--- src/rtl/core/i2cmts_pkg.sv ---
package i2cmts_pkg;

  // Commands carried by an input item.
  typedef enum logic [1:0] {
    CMD_LOAD_DESC = 2'd0,
    CMD_LOAD_BYTE = 2'd1,
    CMD_START     = 2'd2,
    CMD_EVENT     = 2'd3
  } cmd_e;

  // Destination of a result.
  typedef enum logic [1:0] {
    TGT_CTRL   = 2'd0,
    TGT_TXDATA = 2'd1,
    TGT_STATUS = 2'd2,
    TGT_RXBYTE = 2'd3
  } target_e;

  typedef enum logic [1:0] {
    ST_BUSY = 2'd0,
    ST_OK   = 2'd1,
    ST_ERR  = 2'd2
  } status_e;

  typedef enum logic [2:0] {
    SEQ_IDLE,
    SEQ_RD_CUR,
    SEQ_RD_NXT,
    SEQ_CALC,
    SEQ_EMIT
  } seq_state_e;

  // Controller control register bits.
  localparam logic [7:0] CR_MSS  = 8'h80;
  localparam logic [7:0] CR_SCC  = 8'h40;
  localparam logic [7:0] CR_ACKE = 8'h20;
  localparam logic [7:0] CR_WSEL = 8'h10;
  localparam logic [7:0] CR_CNDE = 8'h08;
  localparam logic [7:0] CR_INTE = 8'h04;
  localparam logic [7:0] CR_BER  = 8'h02;
  localparam logic [7:0] CR_INT  = 8'h01;

  // Controller bus status bits.
  localparam logic [7:0] SR_FBT  = 8'h80;
  localparam logic [7:0] SR_RACK = 8'h40;
  localparam logic [7:0] SR_RSA  = 8'h20;
  localparam logic [7:0] SR_TRX  = 8'h10;
  localparam logic [7:0] SR_SPC  = 8'h02;

  // Composite control values written by the sequencer.
  localparam logic [7:0] CTRL_STOP      = CR_ACKE;
  localparam logic [7:0] CTRL_START     = CR_MSS | CR_INTE | CR_INT;
  localparam logic [7:0] CTRL_TX_NEXT   = CR_MSS | CR_INTE;
  localparam logic [7:0] CTRL_TX_RESTART = CR_MSS | CR_SCC | CR_INTE | CR_INT;
  localparam logic [7:0] CTRL_RX_NEXT   = CR_MSS | CR_ACKE | CR_WSEL | CR_INTE;
  localparam logic [7:0] CTRL_RX_RESTART = CR_MSS | CR_SCC | CR_ACKE | CR_INTE | CR_INT;

  typedef struct packed {
    target_e     target;
    logic [7:0]  value;
    logic [1:0]  msg;
    logic [4:0]  index;
  } result_t;

  function automatic result_t mk_write(target_e target, logic [7:0] value);
    result_t r;
    r.target = target;
    r.value  = value;
    r.msg    = 2'd0;
    r.index  = 5'd0;
    return r;
  endfunction

endpackage

--- src/rtl/core/i2cmts_if.sv ---
interface i2cmts_item_if;
  logic       valid;
  logic       ready;
  logic [1:0] command;
  logic [1:0] msg_slot;
  logic [4:0] byte_index;
  logic [6:0] target_address;
  logic       read_flag;
  logic [5:0] msg_length;
  logic [7:0] data_byte;
  logic [2:0] msg_count;
  logic [7:0] ctrl_status;
  logic [7:0] bus_status;

  modport source (
    output valid, command, msg_slot, byte_index, target_address, read_flag,
           msg_length, data_byte, msg_count, ctrl_status, bus_status,
    input  ready
  );
  modport sink (
    input  valid, command, msg_slot, byte_index, target_address, read_flag,
           msg_length, data_byte, msg_count, ctrl_status, bus_status,
    output ready
  );
endinterface

interface i2cmts_result_if;
  logic       valid;
  logic       ready;
  logic [1:0] reg_target;
  logic [7:0] reg_value;
  logic [1:0] rx_msg;
  logic [4:0] rx_index;
  logic [1:0] xfer_status;
  logic       last;

  modport source (
    output valid, reg_target, reg_value, rx_msg, rx_index, xfer_status, last,
    input  ready
  );
  modport sink (
    input  valid, reg_target, reg_value, rx_msg, rx_index, xfer_status, last,
    output ready
  );
endinterface

--- src/rtl/core/i2c_master_transfer_sequencer_top.sv ---
// I2C master transfer sequencer. Software loads up to MAX_MESSAGES message
// descriptors (seven-bit address, read flag, length) and the bytes to send, then
// issues a start item; from then on every controller event item (captured control
// and bus status bytes plus the received data byte) is answered with one to four
// results, each a register write for the byte-level controller or a received byte,
// the final one flagged by last and all carrying the transfer status after the item.
// Load items give no result, as does an event while no transfer is running. A start
// or event item passes through acceptance, two reads of the descriptor memory's
// read port for the current and following message, evaluation, and then one
// result transfer per result. Descriptors and send bytes live in two synchronous
// memories with no reset; reading an entry never loaded is undefined. A new item
// is taken only once every result of the previous one has been transferred.
module i2c_master_transfer_sequencer_top
  import i2cmts_pkg::*;
#(
  parameter int MAX_MESSAGES = 4,
  parameter int MAX_MSG_LEN  = 32
) (
  input  logic            clk,
  input  logic            rst,
  i2cmts_item_if.sink     item,
  i2cmts_result_if.source result
);

  localparam int SLOT_W      = $clog2(MAX_MESSAGES > 1 ? MAX_MESSAGES : 2);
  localparam int LEN_W       = $clog2(MAX_MSG_LEN + 1);
  localparam int LEFT_W      = $clog2(MAX_MESSAGES + 1);
  localparam int STORE_DEPTH = MAX_MESSAGES * MAX_MSG_LEN;
  localparam int STORE_AW    = $clog2(STORE_DEPTH > 1 ? STORE_DEPTH : 2);
  localparam int DESC_W      = 8 + LEN_W;

  typedef struct packed {
    logic [6:0]       addr;
    logic             rd;
    logic [LEN_W-1:0] len;
  } desc_t;

  // Sequencer state.
  seq_state_e        state;
  seq_state_e        state_next;
  logic [SLOT_W-1:0] cur_slot;
  logic [SLOT_W-1:0] cur_slot_next;
  logic [LEFT_W-1:0] msgs_left;
  logic [LEFT_W-1:0] msgs_left_next;
  logic [LEN_W-1:0]  byte_pos;
  logic [LEN_W-1:0]  byte_pos_next;
  status_e           xfer_state;
  status_e           xfer_state_next;

  // Captured item payload.
  cmd_e              cmd;
  logic [7:0]        data;
  logic [7:0]        ctrl;
  logic [7:0]        bstat;
  logic [2:0]        count;

  // Memory ports.
  logic                table_we;
  logic [SLOT_W-1:0]   table_waddr;
  desc_t               table_wdata;
  logic [SLOT_W-1:0]   table_raddr;
  logic [DESC_W-1:0]   table_rdata;
  logic                store_we;
  logic [STORE_AW-1:0] store_waddr;
  logic [STORE_AW-1:0] store_raddr;
  logic [7:0]          store_rdata;

  desc_t             desc_cur;
  desc_t             desc_nxt;

  // Result buffer.
  result_t           res_buf [4];
  result_t           res_next [4];
  logic [2:0]        res_cnt;
  logic [2:0]        res_cnt_next;
  logic [1:0]        out_ptr;

  logic              item_acc;
  logic              result_acc;
  logic              out_last;
  logic              slot_ok;
  logic              event_live;

  assign item_acc   = item.valid && item.ready;
  assign result_acc = result.valid && result.ready;
  assign out_last   = ({1'b0, out_ptr} + 3'd1) == res_cnt;
  assign slot_ok    = int'(item.msg_slot) < MAX_MESSAGES;
  assign event_live = xfer_state == ST_BUSY;
  assign desc_nxt   = desc_t'(table_rdata);

  // Loads are written straight into the memories on the accepting edge.
  always_comb begin
    table_we          = item_acc && (item.command == CMD_LOAD_DESC) && slot_ok;
    table_waddr       = SLOT_W'(item.msg_slot);
    table_wdata.addr  = item.target_address;
    table_wdata.rd    = item.read_flag;
    table_wdata.len   = (int'(item.msg_length) > MAX_MSG_LEN) ?
                        LEN_W'(MAX_MSG_LEN) : LEN_W'(item.msg_length);
    store_we          = item_acc && (item.command == CMD_LOAD_BYTE) && slot_ok &&
                        (int'(item.byte_index) < MAX_MSG_LEN);
    store_waddr       = STORE_AW'(int'(item.msg_slot) * MAX_MSG_LEN +
                                  int'(item.byte_index));
  end

  i2cmts_ram #(
    .WIDTH (DESC_W),
    .DEPTH (MAX_MESSAGES)
  ) u_table (
    .clk   (clk),
    .we    (table_we),
    .waddr (table_waddr),
    .wdata (table_wdata),
    .raddr (table_raddr),
    .rdata (table_rdata)
  );

  i2cmts_ram #(
    .WIDTH (8),
    .DEPTH (STORE_DEPTH)
  ) u_store (
    .clk   (clk),
    .we    (store_we),
    .waddr (store_waddr),
    .wdata (item.data_byte),
    .raddr (store_raddr),
    .rdata (store_rdata)
  );

  // Next state.
  always_comb begin
    state_next = state;
    unique case (state)
      SEQ_IDLE: begin
        if (item_acc && ((item.command == CMD_START) ||
                         ((item.command == CMD_EVENT) && event_live))) begin
          state_next = SEQ_RD_CUR;
        end
      end
      SEQ_RD_CUR: state_next = SEQ_RD_NXT;
      SEQ_RD_NXT: state_next = SEQ_CALC;
      SEQ_CALC:   state_next = SEQ_EMIT;
      SEQ_EMIT: begin
        if (result_acc && out_last) begin
          state_next = SEQ_IDLE;
        end
      end
      default:    state_next = SEQ_IDLE;
    endcase
  end

  // Outputs and memory read addresses.
  always_comb begin
    item.ready   = 1'b0;
    result.valid = 1'b0;
    table_raddr  = cur_slot;
    store_raddr  = '0;
    unique case (state)
      SEQ_IDLE:   item.ready = 1'b1;
      SEQ_RD_CUR: begin
        // A start always begins with the first message.
        table_raddr = (cmd == CMD_START) ? '0 : cur_slot;
        store_raddr = (int'(byte_pos) < MAX_MSG_LEN) ?
                      STORE_AW'(int'(cur_slot) * MAX_MSG_LEN + int'(byte_pos)) : '0;
      end
      SEQ_RD_NXT: begin
        table_raddr = (int'(cur_slot) + 1 < MAX_MESSAGES) ?
                      SLOT_W'(int'(cur_slot) + 1) : '0;
        // The send byte stays addressed so that it is still on the read port at
        // evaluation.
        store_raddr = (int'(byte_pos) < MAX_MSG_LEN) ?
                      STORE_AW'(int'(cur_slot) * MAX_MSG_LEN + int'(byte_pos)) : '0;
      end
      SEQ_CALC:   ;
      SEQ_EMIT:   result.valid = 1'b1;
      default:    ;
    endcase
  end

  assign result.reg_target  = res_buf[out_ptr].target;
  assign result.reg_value   = res_buf[out_ptr].value;
  assign result.rx_msg      = res_buf[out_ptr].msg;
  assign result.rx_index    = res_buf[out_ptr].index;
  assign result.xfer_status = xfer_state;
  assign result.last        = out_last;

  // Evaluation of a start or event. Results are appended in order; a message that
  // has run out of bytes either moves to the next message with a repeated start
  // or ends the transfer with a stop.
  always_comb begin
    logic [2:0]        k;
    logic              finish;
    logic [7:0]        restart_ctrl;
    logic [LEFT_W-1:0] left_dec;
    logic [LEN_W-1:0]  pos_rx;

    k               = 3'd0;
    finish          = 1'b0;
    restart_ctrl    = CTRL_TX_RESTART;
    left_dec        = msgs_left;
    pos_rx          = byte_pos;
    for (int i = 0; i < 4; i++) begin
      res_next[i] = mk_write(TGT_CTRL, 8'h00);
    end
    cur_slot_next   = cur_slot;
    msgs_left_next  = msgs_left;
    byte_pos_next   = byte_pos;
    xfer_state_next = xfer_state;

    if (cmd == CMD_START) begin
      cur_slot_next   = '0;
      byte_pos_next   = '0;
      xfer_state_next = ST_BUSY;
      if (count == 3'd0) begin
        msgs_left_next = LEFT_W'(1);
      end else if (int'(count) > MAX_MESSAGES) begin
        msgs_left_next = LEFT_W'(MAX_MESSAGES);
      end else begin
        msgs_left_next = LEFT_W'(count);
      end
      res_next[0] = mk_write(TGT_CTRL, 8'h00);
      res_next[1] = mk_write(TGT_TXDATA, {desc_cur.addr, desc_cur.rd});
      res_next[2] = mk_write(TGT_CTRL, CTRL_START);
      k = 3'd3;
    end else begin
      priority if (((ctrl & CR_BER) != 8'h00) || ((ctrl & CR_SCC) == 8'h00) ||
                   ((ctrl & CR_MSS) == 8'h00) || ((bstat & SR_RSA) != 8'h00)) begin
        // Abort: bus error, lost arbitration, slave mode or reserved address.
        xfer_state_next = ST_ERR;
        res_next[0] = mk_write(TGT_CTRL, ctrl & ~CR_INT);
        res_next[1] = mk_write(TGT_CTRL, CTRL_STOP);
        k = 3'd2;
      end else if ((bstat & SR_RACK) != 8'h00) begin
        xfer_state_next = ST_ERR;
        res_next[0] = mk_write(TGT_CTRL, CTRL_STOP);
        k = 3'd1;
      end else if ((bstat & SR_SPC) != 8'h00) begin
        xfer_state_next = ST_OK;
        res_next[0] = mk_write(TGT_STATUS, bstat & ~SR_SPC);
        res_next[1] = mk_write(TGT_CTRL, ctrl & ~(CR_CNDE | CR_SCC));
        res_next[2] = mk_write(TGT_CTRL, CTRL_STOP);
        k = 3'd3;
      end else if ((bstat & SR_TRX) != 8'h00) begin
        if (byte_pos < desc_cur.len) begin
          byte_pos_next = byte_pos + LEN_W'(1);
          res_next[0] = mk_write(TGT_TXDATA, store_rdata);
          res_next[1] = mk_write(TGT_CTRL, CTRL_TX_NEXT);
          k = 3'd2;
        end else begin
          finish       = 1'b1;
          restart_ctrl = CTRL_TX_RESTART;
        end
      end else begin
        // Receive step.
        if (((bstat & SR_FBT) == 8'h00) && (byte_pos < desc_cur.len)) begin
          res_next[0].target = TGT_RXBYTE;
          res_next[0].value  = data;
          res_next[0].msg    = 2'(cur_slot);
          res_next[0].index  = 5'(byte_pos);
          pos_rx = byte_pos + LEN_W'(1);
          k = 3'd1;
        end
        byte_pos_next = pos_rx;
        if (pos_rx < desc_cur.len) begin
          res_next[k[1:0]] = mk_write(TGT_CTRL, CTRL_RX_NEXT);
          k = k + 3'd1;
        end else begin
          // Last byte is NACKed.
          res_next[k[1:0]] = mk_write(TGT_CTRL,
                                      (ctrl & ~(CR_ACKE | CR_INTE | CR_INT)) | CR_WSEL);
          k = k + 3'd1;
          finish       = 1'b1;
          restart_ctrl = CTRL_RX_RESTART;
        end
      end

      if (finish) begin
        if (msgs_left != '0) begin
          left_dec = msgs_left - LEFT_W'(1);
        end
        msgs_left_next = left_dec;
        if (left_dec == '0) begin
          xfer_state_next  = ST_OK;
          res_next[k[1:0]] = mk_write(TGT_CTRL, CTRL_STOP);
          k = k + 3'd1;
        end else begin
          cur_slot_next    = cur_slot + SLOT_W'(1);
          byte_pos_next    = '0;
          res_next[k[1:0]] = mk_write(TGT_TXDATA, {desc_nxt.addr, desc_nxt.rd});
          k = k + 3'd1;
          res_next[k[1:0]] = mk_write(TGT_CTRL, restart_ctrl);
          k = k + 3'd1;
        end
      end
    end
    res_cnt_next = k;
  end

  // Control state.
  always_ff @(posedge clk) begin
    if (rst) begin
      state      <= SEQ_IDLE;
      cur_slot   <= '0;
      msgs_left  <= '0;
      byte_pos   <= '0;
      xfer_state <= ST_OK;
      out_ptr    <= 2'd0;
      res_cnt    <= 3'd0;
    end else begin
      state <= state_next;
      if (state == SEQ_CALC) begin
        cur_slot   <= cur_slot_next;
        msgs_left  <= msgs_left_next;
        byte_pos   <= byte_pos_next;
        xfer_state <= xfer_state_next;
        res_cnt    <= res_cnt_next;
        out_ptr    <= 2'd0;
      end else if (result_acc) begin
        out_ptr <= out_ptr + 2'd1;
      end
    end
  end

  // Payload registers.
  always_ff @(posedge clk) begin
    if (item_acc) begin
      cmd   <= cmd_e'(item.command);
      data  <= item.data_byte;
      ctrl  <= item.ctrl_status;
      bstat <= item.bus_status;
      count <= item.msg_count;
    end
    if (state == SEQ_RD_NXT) begin
      desc_cur <= desc_t'(table_rdata);
    end
    if (state == SEQ_CALC) begin
      for (int i = 0; i < 4; i++) begin
        res_buf[i] <= res_next[i];
      end
    end
  end

  // The block never takes an item while a result is on offer.
  a_no_overlap: assert property (@(posedge clk) disable iff (rst)
    !(item.ready && result.valid))
    else $error("item accepted while results pending");

  // Once the last result is transferred the block is ready for the next item.
  a_ready_after_last: assert property (@(posedge clk) disable iff (rst)
    (result.valid && result.ready && result.last) |=> item.ready)
    else $error("not ready after final result");

  // A running transfer always has a message outstanding.
  a_busy_has_msgs: assert property (@(posedge clk) disable iff (rst)
    (xfer_state == ST_BUSY) |-> (msgs_left != '0))
    else $error("busy with no message left");

  // The current message stays within the descriptor table.
  a_slot_range: assert property (@(posedge clk) disable iff (rst)
    int'(cur_slot) < MAX_MESSAGES)
    else $error("current message out of range");

  // Every evaluation produces between one and four results.
  a_res_count: assert property (@(posedge clk) disable iff (rst)
    (state == SEQ_EMIT) |-> ((res_cnt != 3'd0) && (res_cnt <= 3'd4)))
    else $error("bad result count");

endmodule

--- src/rtl/core/i2cmts_ram.sv ---
module i2cmts_ram #(
  parameter int WIDTH = 8,
  parameter int DEPTH = 16
) (
  input  logic                                       clk,
  input  logic                                       we,
  input  logic [$clog2(DEPTH > 1 ? DEPTH : 2)-1:0]   waddr,
  input  logic [WIDTH-1:0]                           wdata,
  input  logic [$clog2(DEPTH > 1 ? DEPTH : 2)-1:0]   raddr,
  output logic [WIDTH-1:0]                           rdata
);

  logic [WIDTH-1:0] mem [DEPTH];

  always_ff @(posedge clk) begin
    if (we) begin
      mem[waddr] <= wdata;
    end
    rdata <= mem[raddr];
  end

endmodule
--- src/flat_wrapper.sv ---
// flat-port wrapper written by rule: the top's interface ports become plain ports
module i2c_master_transfer_sequencer_top_flat import i2cmts_pkg::*;
#(
  parameter int MAX_MESSAGES = 4,
  parameter int MAX_MSG_LEN  = 32
)
  (clk, rst, item_valid, item_command, item_msg_slot, item_byte_index, item_target_address, item_read_flag, item_msg_length, item_data_byte, item_msg_count, item_ctrl_status, item_bus_status, item_ready, result_valid, result_reg_target, result_reg_value, result_rx_msg, result_rx_index, result_xfer_status, result_last, result_ready);
  i2cmts_item_if item_i ();
  i2cmts_result_if result_i ();
  input  logic clk;
  input  logic rst;
  input wire logic [$bits(item_i.valid)-1:0] item_valid;
  input wire logic [$bits(item_i.command)-1:0] item_command;
  input wire logic [$bits(item_i.msg_slot)-1:0] item_msg_slot;
  input wire logic [$bits(item_i.byte_index)-1:0] item_byte_index;
  input wire logic [$bits(item_i.target_address)-1:0] item_target_address;
  input wire logic [$bits(item_i.read_flag)-1:0] item_read_flag;
  input wire logic [$bits(item_i.msg_length)-1:0] item_msg_length;
  input wire logic [$bits(item_i.data_byte)-1:0] item_data_byte;
  input wire logic [$bits(item_i.msg_count)-1:0] item_msg_count;
  input wire logic [$bits(item_i.ctrl_status)-1:0] item_ctrl_status;
  input wire logic [$bits(item_i.bus_status)-1:0] item_bus_status;
  output wire logic [$bits(item_i.ready)-1:0] item_ready;
  output wire logic [$bits(result_i.valid)-1:0] result_valid;
  output wire logic [$bits(result_i.reg_target)-1:0] result_reg_target;
  output wire logic [$bits(result_i.reg_value)-1:0] result_reg_value;
  output wire logic [$bits(result_i.rx_msg)-1:0] result_rx_msg;
  output wire logic [$bits(result_i.rx_index)-1:0] result_rx_index;
  output wire logic [$bits(result_i.xfer_status)-1:0] result_xfer_status;
  output wire logic [$bits(result_i.last)-1:0] result_last;
  input wire logic [$bits(result_i.ready)-1:0] result_ready;
  assign item_i.valid = item_valid;
  assign item_i.command = item_command;
  assign item_i.msg_slot = item_msg_slot;
  assign item_i.byte_index = item_byte_index;
  assign item_i.target_address = item_target_address;
  assign item_i.read_flag = item_read_flag;
  assign item_i.msg_length = item_msg_length;
  assign item_i.data_byte = item_data_byte;
  assign item_i.msg_count = item_msg_count;
  assign item_i.ctrl_status = item_ctrl_status;
  assign item_i.bus_status = item_bus_status;
  assign item_ready = item_i.ready;
  assign result_valid = result_i.valid;
  assign result_reg_target = result_i.reg_target;
  assign result_reg_value = result_i.reg_value;
  assign result_rx_msg = result_i.rx_msg;
  assign result_rx_index = result_i.rx_index;
  assign result_xfer_status = result_i.xfer_status;
  assign result_last = result_i.last;
  assign result_i.ready = result_ready;
  i2c_master_transfer_sequencer_top #(.MAX_MESSAGES(MAX_MESSAGES), .MAX_MSG_LEN(MAX_MSG_LEN)) u_core (.clk(clk), .rst(rst), .item(item_i), .result(result_i));
endmodule
--- config.mk ---
export PLATFORM = sky130hd
export DESIGN_NAME = i2c_master_transfer_sequencer_top_flat
export DESIGN_NICKNAME = d
export VERILOG_FILES = /design/src/rtl/core/i2cmts_pkg.sv /design/src/rtl/core/i2cmts_if.sv /design/src/rtl/core/i2c_master_transfer_sequencer_top.sv /design/src/rtl/core/i2cmts_ram.sv /design/src/flat_wrapper.sv
export SDC_FILE = /design/constraint.sdc
export NUM_CORES = 1
export LEC_CHECK = 0
export ABC_CLOCK_PERIOD_IN_PS = 4000
export CELL_PAD_IN_SITES_DETAIL_PLACEMENT = 1
export CELL_PAD_IN_SITES_GLOBAL_PLACEMENT = 2
export CORE_MARGIN = 10
export CORE_UTILIZATION = 40
export DETAILED_ROUTE_END_ITERATION = 16
export DONT_BUFFER_PORTS = 1
export PLACE_DENSITY_LB_ADDON = 0.1
export SLEW_MARGIN = 10
export SYNTH_ARGS = -nofsm -noshare
export SYNTH_HDL_FRONTEND = slang
export SYNTH_HIERARCHICAL = 1
export SYNTH_SLANG_ARGS = --single-unit
--- constraint.sdc ---
create_clock -name clk -period 4 [get_ports clk]
set_input_delay 1 -clock clk [delete_from_list [all_inputs] [get_ports clk]]
set_output_delay 1 -clock clk [all_outputs]
set_load 0.005 [all_outputs]
==> results.json, run 1 <==
{
  "combPwrFrac": 0.013,
  "vias": 23500,
  "yosys.area.top_type": "edfxtp_1",
  "netlist.area_leader.share": 0.730,
  "synth.top_cells.by_area": "edfxtp_1 (73%), mux4_2 (17%), dfxtp_1 (1.9%)",
  "clkLatencyLatePin_ns": 0.76,
  "cts.sinks": 1212,
  "syn-num-nets": 2347,
  "worst_hold_path.num_cells": 1,
  "cts_buffers": 134,
  "final_layout_size_suffix_gt1_frac": 0.313,
  "r2r_cells": 17,
  "hold_viol": 0,
  "instances_no_fill": 4220,
  "startpoint": "u_core/desc_cur[5]",
  "cts_hold_buf": 0,
  "switching_power_mw": 5.28,
  "placed_area_um2": 51400,
  "ys_seq_area_frac": 0.749,
  "cp-start-kind": "register",
  "p_clk_frac": 0.461,
  "synth_flop_cell": "edfxtp_1",
  "p_leak_nw": 17.3,
  "area_growth_pct": 16.2,
  "layout_common_cells": "edfxtp_1 (1167), mux4_2 (355), buf_4 (207)",
  "criticalPathCategory": "register to register",
  "coreArea_um2": 119000,
  "p_int_mw": 21.4,
  "gp_congestion": 0.802,
  "fillCellCount": 10900,
  "crit_required_ns": 4.46,
  "fin_nets": 2583,
  "r2r_start": "u_core/desc_cur[5]",
  "status": "finished, final reports clean",
  "grt_pass1_vias": 25000,
  "layout_min_cycle_time_ns": 3.73,
  "min_path_type": "input pin to register",
  "max_freq_ghz": 0.268,
  "grt_overflow": 0,
  "dp_cells": 3983,
  "regToRegSetupSlack_ns": 0.27,
  "ys_async_sr_fraction": 0,
  "synthCells": 2271,
  "switching_share": 0.198,
  "viasPerCell": 5.57,
  "cts_tree": "done",
  "seqCellArea_um2": 35900,
  "wl_per_cell_um": 29.8,
  "multiInputGateArea_um2": 11400,
  "skew_ns": 0.0239,
  "period_share": 0.932,
  "fin_area_um2": 55800,
  "die_x_um": 366,
  "antenna_found_initial": 7,
  "finalSetupViolations": 0,
  "dieHeight_um": 366,
  "drv_slew": 0,
  "drtIter0Drc": 2103,
  "synth_cell_types": 80,
  "power_density_nw_per_um2": 479,
  "avgSynthCellArea_um2": 21.1,
  "ys_warn_count": 6,
  "grt_start_max_net_pins": 130,
  "worst-endpoint-arrival_ns": 4.19,
  "num_antenna_cells": 0,
  "seqPwrFrac": 0.526,
  "tightest_slew_ns": 0.791,
  "finalWirelength_mm": 126,
  "slew_headroom": 0.473,
  "drv_cap": 0,
  "cts_buffer_depth": 3,
  "vdd_drop_max_v": 0.000352,
  "power_mw": 26.7,
  "h-tree-depth": 4,
  "end_kind": "register",
  "min_to": "u_core/byte_pos[0]",
  "io_buffers": 0,
  "layout_commonest_cell": "edfxtp_1",
  "ant_nets": 0,
  "start_util": 0.402,
  "synth_edf_count": 1167,
  "worstHoldStart": "rst",
  "io_pins": 76,
  "cts.clk_slew.worst_paths_ns": 0.07,
  "rr_endpoint": "u_core/res_buf[1][14]",
  "dp_hpwl_mm": 78.9,
  "synth_seq_cells": 1212,
  "cp_max_fo": 6,
  "syn_area_um2": 48000,
  "postCtsSetupRepairBufs": 0,
  "grt_first_pass_wirelength_mm": 183,
  "grt_usage": 0.187,
  "first_pass_iters": 5,
  "num_rows": 127,
  "drcViolationCount": 0,
  "dieArea_um2": 134000,
  "clockRootBuffer": "clkbuf_16"
}
how the worst max path moves through the flow:
| stage | to | slack (ns) | cells past startpoint |
|---|---|---|---|
| global placement | u_core/res_buf[0][9] | 0.06 | 16 |
| CTS | u_core/res_buf[0][9] | 0.11 | 16 |
| finish | u_core/res_buf[1][14] | 0.27 | 17 |
| global route | u_core/res_buf[1][10] | -0.003 | 17 |
| detailed placement | u_core/res_buf[0][9] | 0.14 | 16 |
| floorplan | u_core/res_buf[0][10] | 0.30 | 15 |
per-layer routing:
metal  up-vias  global-route usage  wire length (um)
met2       601               0.290             59600
met1     12800               0.264             55800
met4         4              0.0543              3000
met5         -                   0                27
li1       9941                   -                 -
met3       166              0.0418              7210
logic make-up after synthesis:
kind of cell | count (synthesis) | share of synthesized area
simple gates | 351 | 0.0346
xor+xnor | 15 | 0.00274
fa+ha+maj | 22 | 0.00573
flops | 1212 | 0.749
buf+inv | 150 | 0.0139
mux | 371 | 0.171
compound gates | 150 | 0.0228
state kept, by name, summed over array words and instances (netlist names), 8 cells and up, named ones only:
| name | cells |
|---|---|
| u_core/u_store/mem | 1024 |
| u_core/u_table/mem | 56 |
| u_core/res_buf | 44 |
| u_core/desc_cur | 14 |
| u_core/u_table/rdata | 14 |
| u_core/bstat | 8 |
| u_core/ctrl | 8 |
| u_core/data | 8 |
| u_core/u_store/rdata | 8 |
stage by stage:
stage | TNS (ns) | hold WS [ns] | utilization | setup slack (ns)
final | 0 | 0.322 | 0.467 | 0.271
after global placement | 0 | 0.391 | 0.430 | 0.0616
after global routing | -0.00329 | 0.277 | 0.467 | -0.00329
after CTS | 0 | 0.254 | 0.467 | 0.112
after detailed placement | 0 | 0.390 | 0.430 | 0.144
after floorplan | 0 | 0.386 | - | 0.300
Yosys cell counts (all sizes together) (9+ instances only):
cell and instances:
buf 54, clkbuf 71, nor2b 14, o21ai 28
nor3 30, dfxtp 45, edfxtp 1167, and2 29
a21oi 48, nand2 55, ha 22, nand4 10
inv 25, a211oi 9, nor2 157, mux4 359
nand3 19
area by class of cell:
type                       instances  area share
sequential                      1212       0.644
multi-input combinational        909       0.205
clock buffer                     160      0.0623
tap                             1612      0.0362
timing repair buffer             225      0.0343
clock inverter                    77      0.0159
inverter                          25     0.00168
what timing repair did:
item | in CTS | in global routing
gates resized for setup | 0 | 6
endpoints found under the hold margin | 0 | 0
endpoints found under the setup margin | 0 | 8
worst max-delay path, cell delays in order, from the launching register on:
cell	delay (ns)
edfxtp_1	0.39
inv_1	0.11
ha_1	0.26
a21oi_1	0.17
o21a_1	0.21
buf_4	0.16
o21a_1	0.14
nand2_1	0.13
nand2_1	0.11
nand2_1	0.06
ha_1	0.27
nand4_1	0.08
nor2_1	0.11
buf_4	0.16
o221ai_4	0.17
a211oi_2	0.51
a211o_1	0.28
a31oi_1	0.13
power by group through the flow:
stage,logic (mW),registers [mW],clock network (mW)
final,0.346,14.0,12.3
after floorplan,0.227,14.3,0
after global placement,0.347,14.3,0
after global routing,0.379,14.0,13.2
after detailed placement,0.347,14.3,0
after CTS,0.349,14.0,12.7
Power figures use the tool's default switching activity.
==> run 2: changes to the inputs <==
--- a/config.mk
+++ b/config.mk
@@ -13,6 +13,7 @@
 export DETAILED_ROUTE_END_ITERATION = 16
 export DONT_BUFFER_PORTS = 1
 export PLACE_DENSITY_LB_ADDON = 0.1
+export SETUP_SLACK_MARGIN = 0.4
 export SLEW_MARGIN = 10
 export SYNTH_ARGS = -nofsm -noshare
 export SYNTH_HDL_FRONTEND = slang
==> results.json, run 2 (synthesized netlist as in run 1, its figures left out) <==
{
  "grt-busiest-layer": "met2",
  "criticalPathCategory": "register to register",
  "area_growth_pct": 19.1,
  "dieHeight_um": 366,
  "dp_hpwl_mm": 78.4,
  "crit_required_ns": 4.63,
  "tns_ns": 0,
  "fin_nets": 2637,
  "max_flop_register": "u_core/u_store/mem",
  "r2r_cells": 11,
  "cp_max_fo": 7,
  "rsz0062_at_grt": "yes",
  "cp-start-kind": "register",
  "whs_ns": 0.336,
  "cts_buffers": 134,
  "skew_ns": 0.0327,
  "seqPwrFrac": 0.516,
  "min_path_type": "input pin to register",
  "die_x_um": 366,
  "crit_chain": "xor2_1 > nand2b_1 > nor2_2 > and2_4 > buf_12 > buf_16 > buf_16 > mux4_2 > mux4_2 > mux4_2 > mux2_4",
  "vias": 23900,
  "p_leak_nw": 17.9,
  "cts_hold_buf": 0,
  "start_util": 0.402,
  "switching_power_mw": 5.31,
  "grt_use_met3": 0.0359,
  "switching_share": 0.195,
  "cts.clk_slew.worst_paths_ns": 0.06,
  "first_pass_iters": 5,
  "layout_min_cycle_time_ns": 3.59,
  "regToRegSetupSlack_ns": 0.41,
  "slowest_stage": "mux4_2",
  "grt_usage": 0.187,
  "max_freq_ghz": 0.279,
  "vdd_drop_max_v": 0.000362,
  "period_share": 0.897,
  "io_pins": 76,
  "power_density_nw_per_um2": 476,
  "clkLatencyLatePin_ns": 0.76,
  "grt_overflow": 0,
  "met1_usage": 0.266,
  "finalSetupViolations": 0,
  "crit_end": "u_core/u_store/rdata[4]",
  "p_clk_frac": 0.470,
  "largest_reg_flops": 1024,
  "gp_congestion": 0.792,
  "power_mw": 27.2,
  "io_buffers": 0,
  "crit_top_cell": "mux4_2",
  "clockRootBuffer": "clkbuf_16",
  "cts.sinks": 1212,
  "grt_first_pass_wirelength_mm": 183,
  "num_rows": 127,
  "worst_hold_path.num_cells": 1,
  "layout_common_cells": "edfxtp_1 (1167), mux4_2 (355), buf_4 (227)",
  "viasPerCell": 5.58,
  "status": "finished, final reports clean",
  "instances_no_fill": 4279,
  "drv_cap": 0,
  "cpPeakStageDelay_ns": 0.59,
  "end_kind": "register",
  "ant_nets": 0,
  "cts_buffer_depth": 3,
  "tightest_slew_ns": 0.893,
  "drcViolationCount": 0,
  "worst-path-stages": 11,
  "grt_start_max_net_pins": 130,
  "combPwrFrac": 0.014,
  "slew_headroom": 0.402,
  "r2r_start": "u_core/state[0]",
  "hold_viol": 0,
  "finalWirelength_mm": 129,
  "coreArea_um2": 119000,
  "drtIter0Drc": 1926,
  "dieArea_um2": 134000,
  "path_buf_inv": 3,
  "layout_commonest_cell": "edfxtp_1",
  "wl_per_cell_um": 30.0,
  "num_antenna_cells": 0,
  "h-tree-depth": 4,
  "cts_tree": "done",
  "path_delay_family": "multiplexers",
  "grt_use_met2": 0.292,
  "antenna_found_initial": 3,
  "rr_endpoint": "u_core/u_store/rdata[4]",
  "drv_slew": 0,
  "startpoint": "u_core/state[0]",
  "reg_top3": "u_core/u_store/mem x1024, u_core/u_table/mem x56, u_core/res_buf x44",
  "p_int_mw": 21.9,
  "dp_cells": 3976,
  "worst-endpoint-arrival_ns": 4.22,
  "grt_pass1_vias": 25100,
  "final_layout_size_suffix_gt1_frac": 0.341
}
-- run 2: cell type report --
cell class                 instances  area [um^2]
timing repair buffer             279         2890
multi-input combinational        909        11600
fill                           10900        62300
clock inverter                    85         1010
tap                             1612         2020
clock buffer                     157         3580
sequential                      1212        35900
inverter                          25         93.8
-- run 2: through the flow --
stage	setup slack [ns]	utilization	instance area [um^2]
2_1_floorplan	0.408	-	48000
3_3_place_gp	0.236	0.430	51400
3_5_place_dp	0.186	0.430	51400
4_1_cts	0.374	0.472	56400
5_1_grt	0.332	0.478	57100
6_report	0.411	0.478	57100
-- run 2: routing by layer --
layer	routed length, um	part of all wire
met5	13	0.00010
met4	3020	0.023
met3	6150	0.048
met2	61300	0.48
met1	58100	0.45
-- run 2: how the worst min path moves through the flow --
stage	from	to	slack [ns]
3_5_place_dp	u_core/u_table/rdata[1]	u_core/desc_cur[1]	0.39
6_report	rst	u_core/state[1]	0.34
4_1_cts	rst	u_core/byte_pos[0]	0.27
5_1_grt	rst	u_core/byte_pos[0]	0.28
3_3_place_gp	u_core/u_table/rdata[1]	u_core/desc_cur[1]	0.40
2_1_floorplan	u_core/u_table/rdata[0]	u_core/desc_cur[0]	0.39
-- run 2: repair_timing --
| item | 4_1_cts | 5_1_grt |
|---|---|---|
| buffers inserted | 11 | 34 |
| pin swaps | 3 | 26 |
| setup endpoints to repair | 41 | 60 |
| gates cloned | 4 | 12 |
| resized for setup | 32 | 43 |
-- run 2: power by group through the flow --
stage / clock [mW] / sequential [mW] / combinational, mW
final: 12.8 / 14.0 / 0.370
after global routing: 13.6 / 14.0 / 0.402
after CTS: 13.1 / 14.0 / 0.352
after detailed placement: 0 / 14.3 / 0.343
after global placement: 0 / 14.3 / 0.338
after floorplan: 0 / 14.3 / 0.227
==> run 3: changes to the inputs <==
--- a/config.mk
+++ b/config.mk
@@ -5,11 +5,13 @@
 export SDC_FILE = /design/constraint.sdc
 export NUM_CORES = 1
 export LEC_CHECK = 0
+export ABC_AREA = 1
 export ABC_CLOCK_PERIOD_IN_PS = 4000
 export CELL_PAD_IN_SITES_DETAIL_PLACEMENT = 1
 export CELL_PAD_IN_SITES_GLOBAL_PLACEMENT = 2
+export CORE_ASPECT_RATIO = 1.25
 export CORE_MARGIN = 10
-export CORE_UTILIZATION = 40
+export CORE_UTILIZATION = 39
 export DETAILED_ROUTE_END_ITERATION = 16
 export DONT_BUFFER_PORTS = 1
 export PLACE_DENSITY_LB_ADDON = 0.1
==> results.json, run 3 <==
{
  "status": "finished, final reports clean",
  "h-tree-depth": 4,
  "worst-path-stages": 21,
  "pre_cts_slack_ns": 0.257,
  "fin_area_um2": 58300,
  "end_kind": "register",
  "wl_per_cell_um": 25.0,
  "vdd_drop_max_v": 0.000308,
  "combPwrFrac": 0.028,
  "layout_common_cells": "nand2_1 (1416), edfxtp_1 (1167), nand3_1 (993)",
  "grt_usage": 0.215,
  "syn-num-nets": 4600,
  "avgSynthCellArea_um2": 11.2,
  "fin_nets": 4718,
  "p_int_mw": 21.4,
  "worst_slack_ns": 0.547,
  "drtIter0Drc": 2115,
  "area_growth_pct": 14.7,
  "synth.top_cells.by_area": "edfxtp_1 (69%), nand2_1 (10%), nand3_1 (9.8%)",
  "synth_common_cells": "nand2_1 (1417), edfxtp_1 (1167), nand3_1 (997), nor2_1 (238), inv_1 (168)",
  "drv_cap": 0,
  "max_flop_register": "u_core/u_store/mem",
  "placed_area_um2": 53400,
  "startpoint": "u_core/state[2]",
  "slowest_stage": "dfxtp_1",
  "dp_hpwl_mm": 94.5,
  "synth_flop_cell": "edfxtp_1",
  "worst-endpoint-arrival_ns": 4.10,
  "coreArea_um2": 130000,
  "grt_overflow": 0,
  "hold_viol": 0,
  "layout_commonest_cell": "nand2_1",
  "finalSetupViolations": 0,
  "viasPerCell": 5.28,
  "reg_top3": "u_core/u_store/mem x1024, u_core/u_table/mem x56, u_core/res_buf x44",
  "power_mw": 27.0,
  "skew_ns": 0.0286,
  "ys_seq_area_frac": 0.707,
  "num_rows": 148,
  "crit_end": "u_core/u_store/rdata[6]",
  "drcViolationCount": 0,
  "dieArea_um2": 145000,
  "period_share": 0.863,
  "cts_tree": "done",
  "cp-start-kind": "register",
  "grt_pass1_vias": 35300,
  "cts.sinks": 1212,
  "syn_area_um2": 50800,
  "clkLatencyLatePin_ns": 0.76,
  "slew_headroom": 0.230,
  "power_density_nw_per_um2": 462,
  "r2r_cells": 21,
  "first_pass_iters": 5,
  "synthCells": 4524,
  "final_layout_size_suffix_gt1_frac": 0.102,
  "switching_share": 0.207,
  "synth.most_common_cell": "nand2_1",
  "layout_min_cycle_time_ns": 3.45,
  "fin_util": 0.449,
  "io_buffers": 0,
  "cts_buffer_depth": 3,
  "rr_endpoint": "u_core/u_store/rdata[6]",
  "synth_edf_count": 1167,
  "cp_max_fo": 51,
  "finalWirelength_mm": 162,
  "r2r_start": "u_core/state[2]",
  "synth_cell_types": 43,
  "fillCellCount": 13800,
  "grt_start_max_net_pins": 130,
  "largest_reg_flops": 1024,
  "die_x_um": 343,
  "synth_seq_cells": 1212,
  "crit_top_cell": "nand2_1",
  "tightest_slew_ns": 1.15,
  "cpPeakStageDelay_ns": 0.33,
  "cts.clk_slew.worst_paths_ns": 0.06,
  "crit_required_ns": 4.64,
  "min_path_type": "input pin to register",
  "ys_async_sr_fraction": 0,
  "start_util": 0.392,
  "vias": 34100,
  "grt_first_pass_wirelength_mm": 235,
  "antenna_found_initial": 2,
  "p_leak_nw": 21.1,
  "ant_nets": 0,
  "gp_congestion": 0.827,
  "yosys.area.top_type": "edfxtp_1",
  "rsz0062_at_grt": "yes",
  "crit_chain": "nor2_1 > inv_1 > nor2_1 > inv_1 > nand2_1 > nand2_1 > buf_4 > nor2_4 > buf_12 > clkinv_16 > buf_12 > nand2_1 > nand3_1 > nand3_1 > nand3_1 > nand2_1 > nand2_1 > nand3_1 > nand2_1 > nand2_1 > nand2_1",
  "cts_buffers": 132,
  "max_freq_ghz": 0.290,
  "p_clk_frac": 0.447,
  "switching_power_mw": 5.59,
  "criticalPathCategory": "register to register",
  "clockRootBuffer": "clkbuf_16",
  "netlist.area_leader.share": 0.689,
  "regToRegSetupSlack_ns": 0.55,
  "io_pins": 76,
  "seqPwrFrac": 0.524,
  "tns_ns": 0,
  "dieHeight_um": 424,
  "path_buf_inv": 6,
  "path_delay_family": "simple AND/OR/NAND/NOR gates",
  "drv_slew": 0,
  "ys_warn_count": 6
}
==> run 3: cell count changes after synthesis, moves of 45 or more <==
cell	before	now
o21ai_0	21	66
nand3_1	19	997
buf_2	17	123
nor2_1	157	238
mux4_2	355	0
nand2_1	55	1417
inv_1	25	168
==> run 3: cell type report <==
type	count	area, um^2	share of cell area
clock buffers	172	3650	0.0626
repair inverters	3	30.0	0.000515
diodes	1	2.50	0.0000429
multi-input cells	2877	12900	0.221
flip-flops and latches	1212	35900	0.616
well taps	1725	2160	0.0370
clock inverters	55	549	0.00942
inverters	179	719	0.0123
repair buffers	237	2380	0.0408
==> run 3: what timing repair did <==
| action | 4_1_cts | 5_1_grt |
|---|---|---|
| gates cloned | 0 | 14 |
| setup buffers | 0 | 12 |
| resized for setup | 5 | 52 |
| endpoints found under the setup margin | 38 | 66 |
| hold buffers | 0 | 0 |
| pin swaps | 0 | 3 |
==> run 3: per-stage QoR <==
| stage | cells | hold slack (ns) |
|---|---|---|
| 4_1_cts | 6434 | 0.252 |
| 5_1_grt | 6460 | 0.274 |
| 2_1_floorplan | 4524 | 0.386 |
| 3_3_place_gp | 6207 | 0.391 |
| 6_report | 6461 | 0.314 |
| 3_5_place_dp | 6207 | 0.391 |
==> run 3: how the worst min path moves through the flow <==
stage	start	endpoint	depth (start not counted)
finish	rst	u_core/msgs_left[1]	1
global route	rst	u_core/msgs_left[1]	1
CTS	rst	u_core/msgs_left[1]	1
detailed placement	u_core/u_table/rdata[0]	u_core/desc_cur[0]	0
global placement	u_core/u_table/rdata[5]	u_core/desc_cur[5]	0
floorplan	u_core/u_table/rdata[0]	u_core/desc_cur[0]	0
==> run 3: metal layers <==
metal	GRT usage	routed length, um
met2	0.378	82300
met1	0.274	69800
met3	0.0282	5320
met5	0	0
met4	0.0647	4170
==> run 3: logic make-up after synthesis <==
kind of cell    count (synthesis)  synth area share
fa+ha+maj                      22           0.00542
compound gates                146            0.0159
simple gates                 2699             0.227
xor+xnor                       10           0.00172
flops                        1212             0.707
buf+inv                       435            0.0426
==> run 3: worst register-to-register path: stages (launching register included) <==
cell	delay, ns
dfxtp_1	0.33
nor2_1	0.16
inv_1	0.10
nor2_1	0.15
inv_1	0.12
nand2_1	0.11
nand2_1	0.11
buf_4	0.20
nor2_4	0.13
buf_12	0.19
clkinv_16	0.19
buf_12	0.27
nand2_1	0.16
nand3_1	0.12
nand3_1	0.18
nand3_1	0.10
nand2_1	0.12
nand2_1	0.10
nand3_1	0.27
nand2_1	0.09
nand2_1	0.08
nand2_1	0.07
==> run 3: power groups by stage <==
| stage | Sequential (mW) | Clock, mW | Combinational [mW] |
|---|---|---|---|
| final | 14.1 | 12.1 | 0.765 |
| after global routing | 14.1 | 12.8 | 0.848 |
| after CTS | 14.1 | 12.4 | 0.757 |
| after detailed placement | 14.4 | 0 | 0.753 |
| after global placement | 14.4 | 0 | 0.750 |
| after floorplan | 14.4 | 0 | 0.462 |
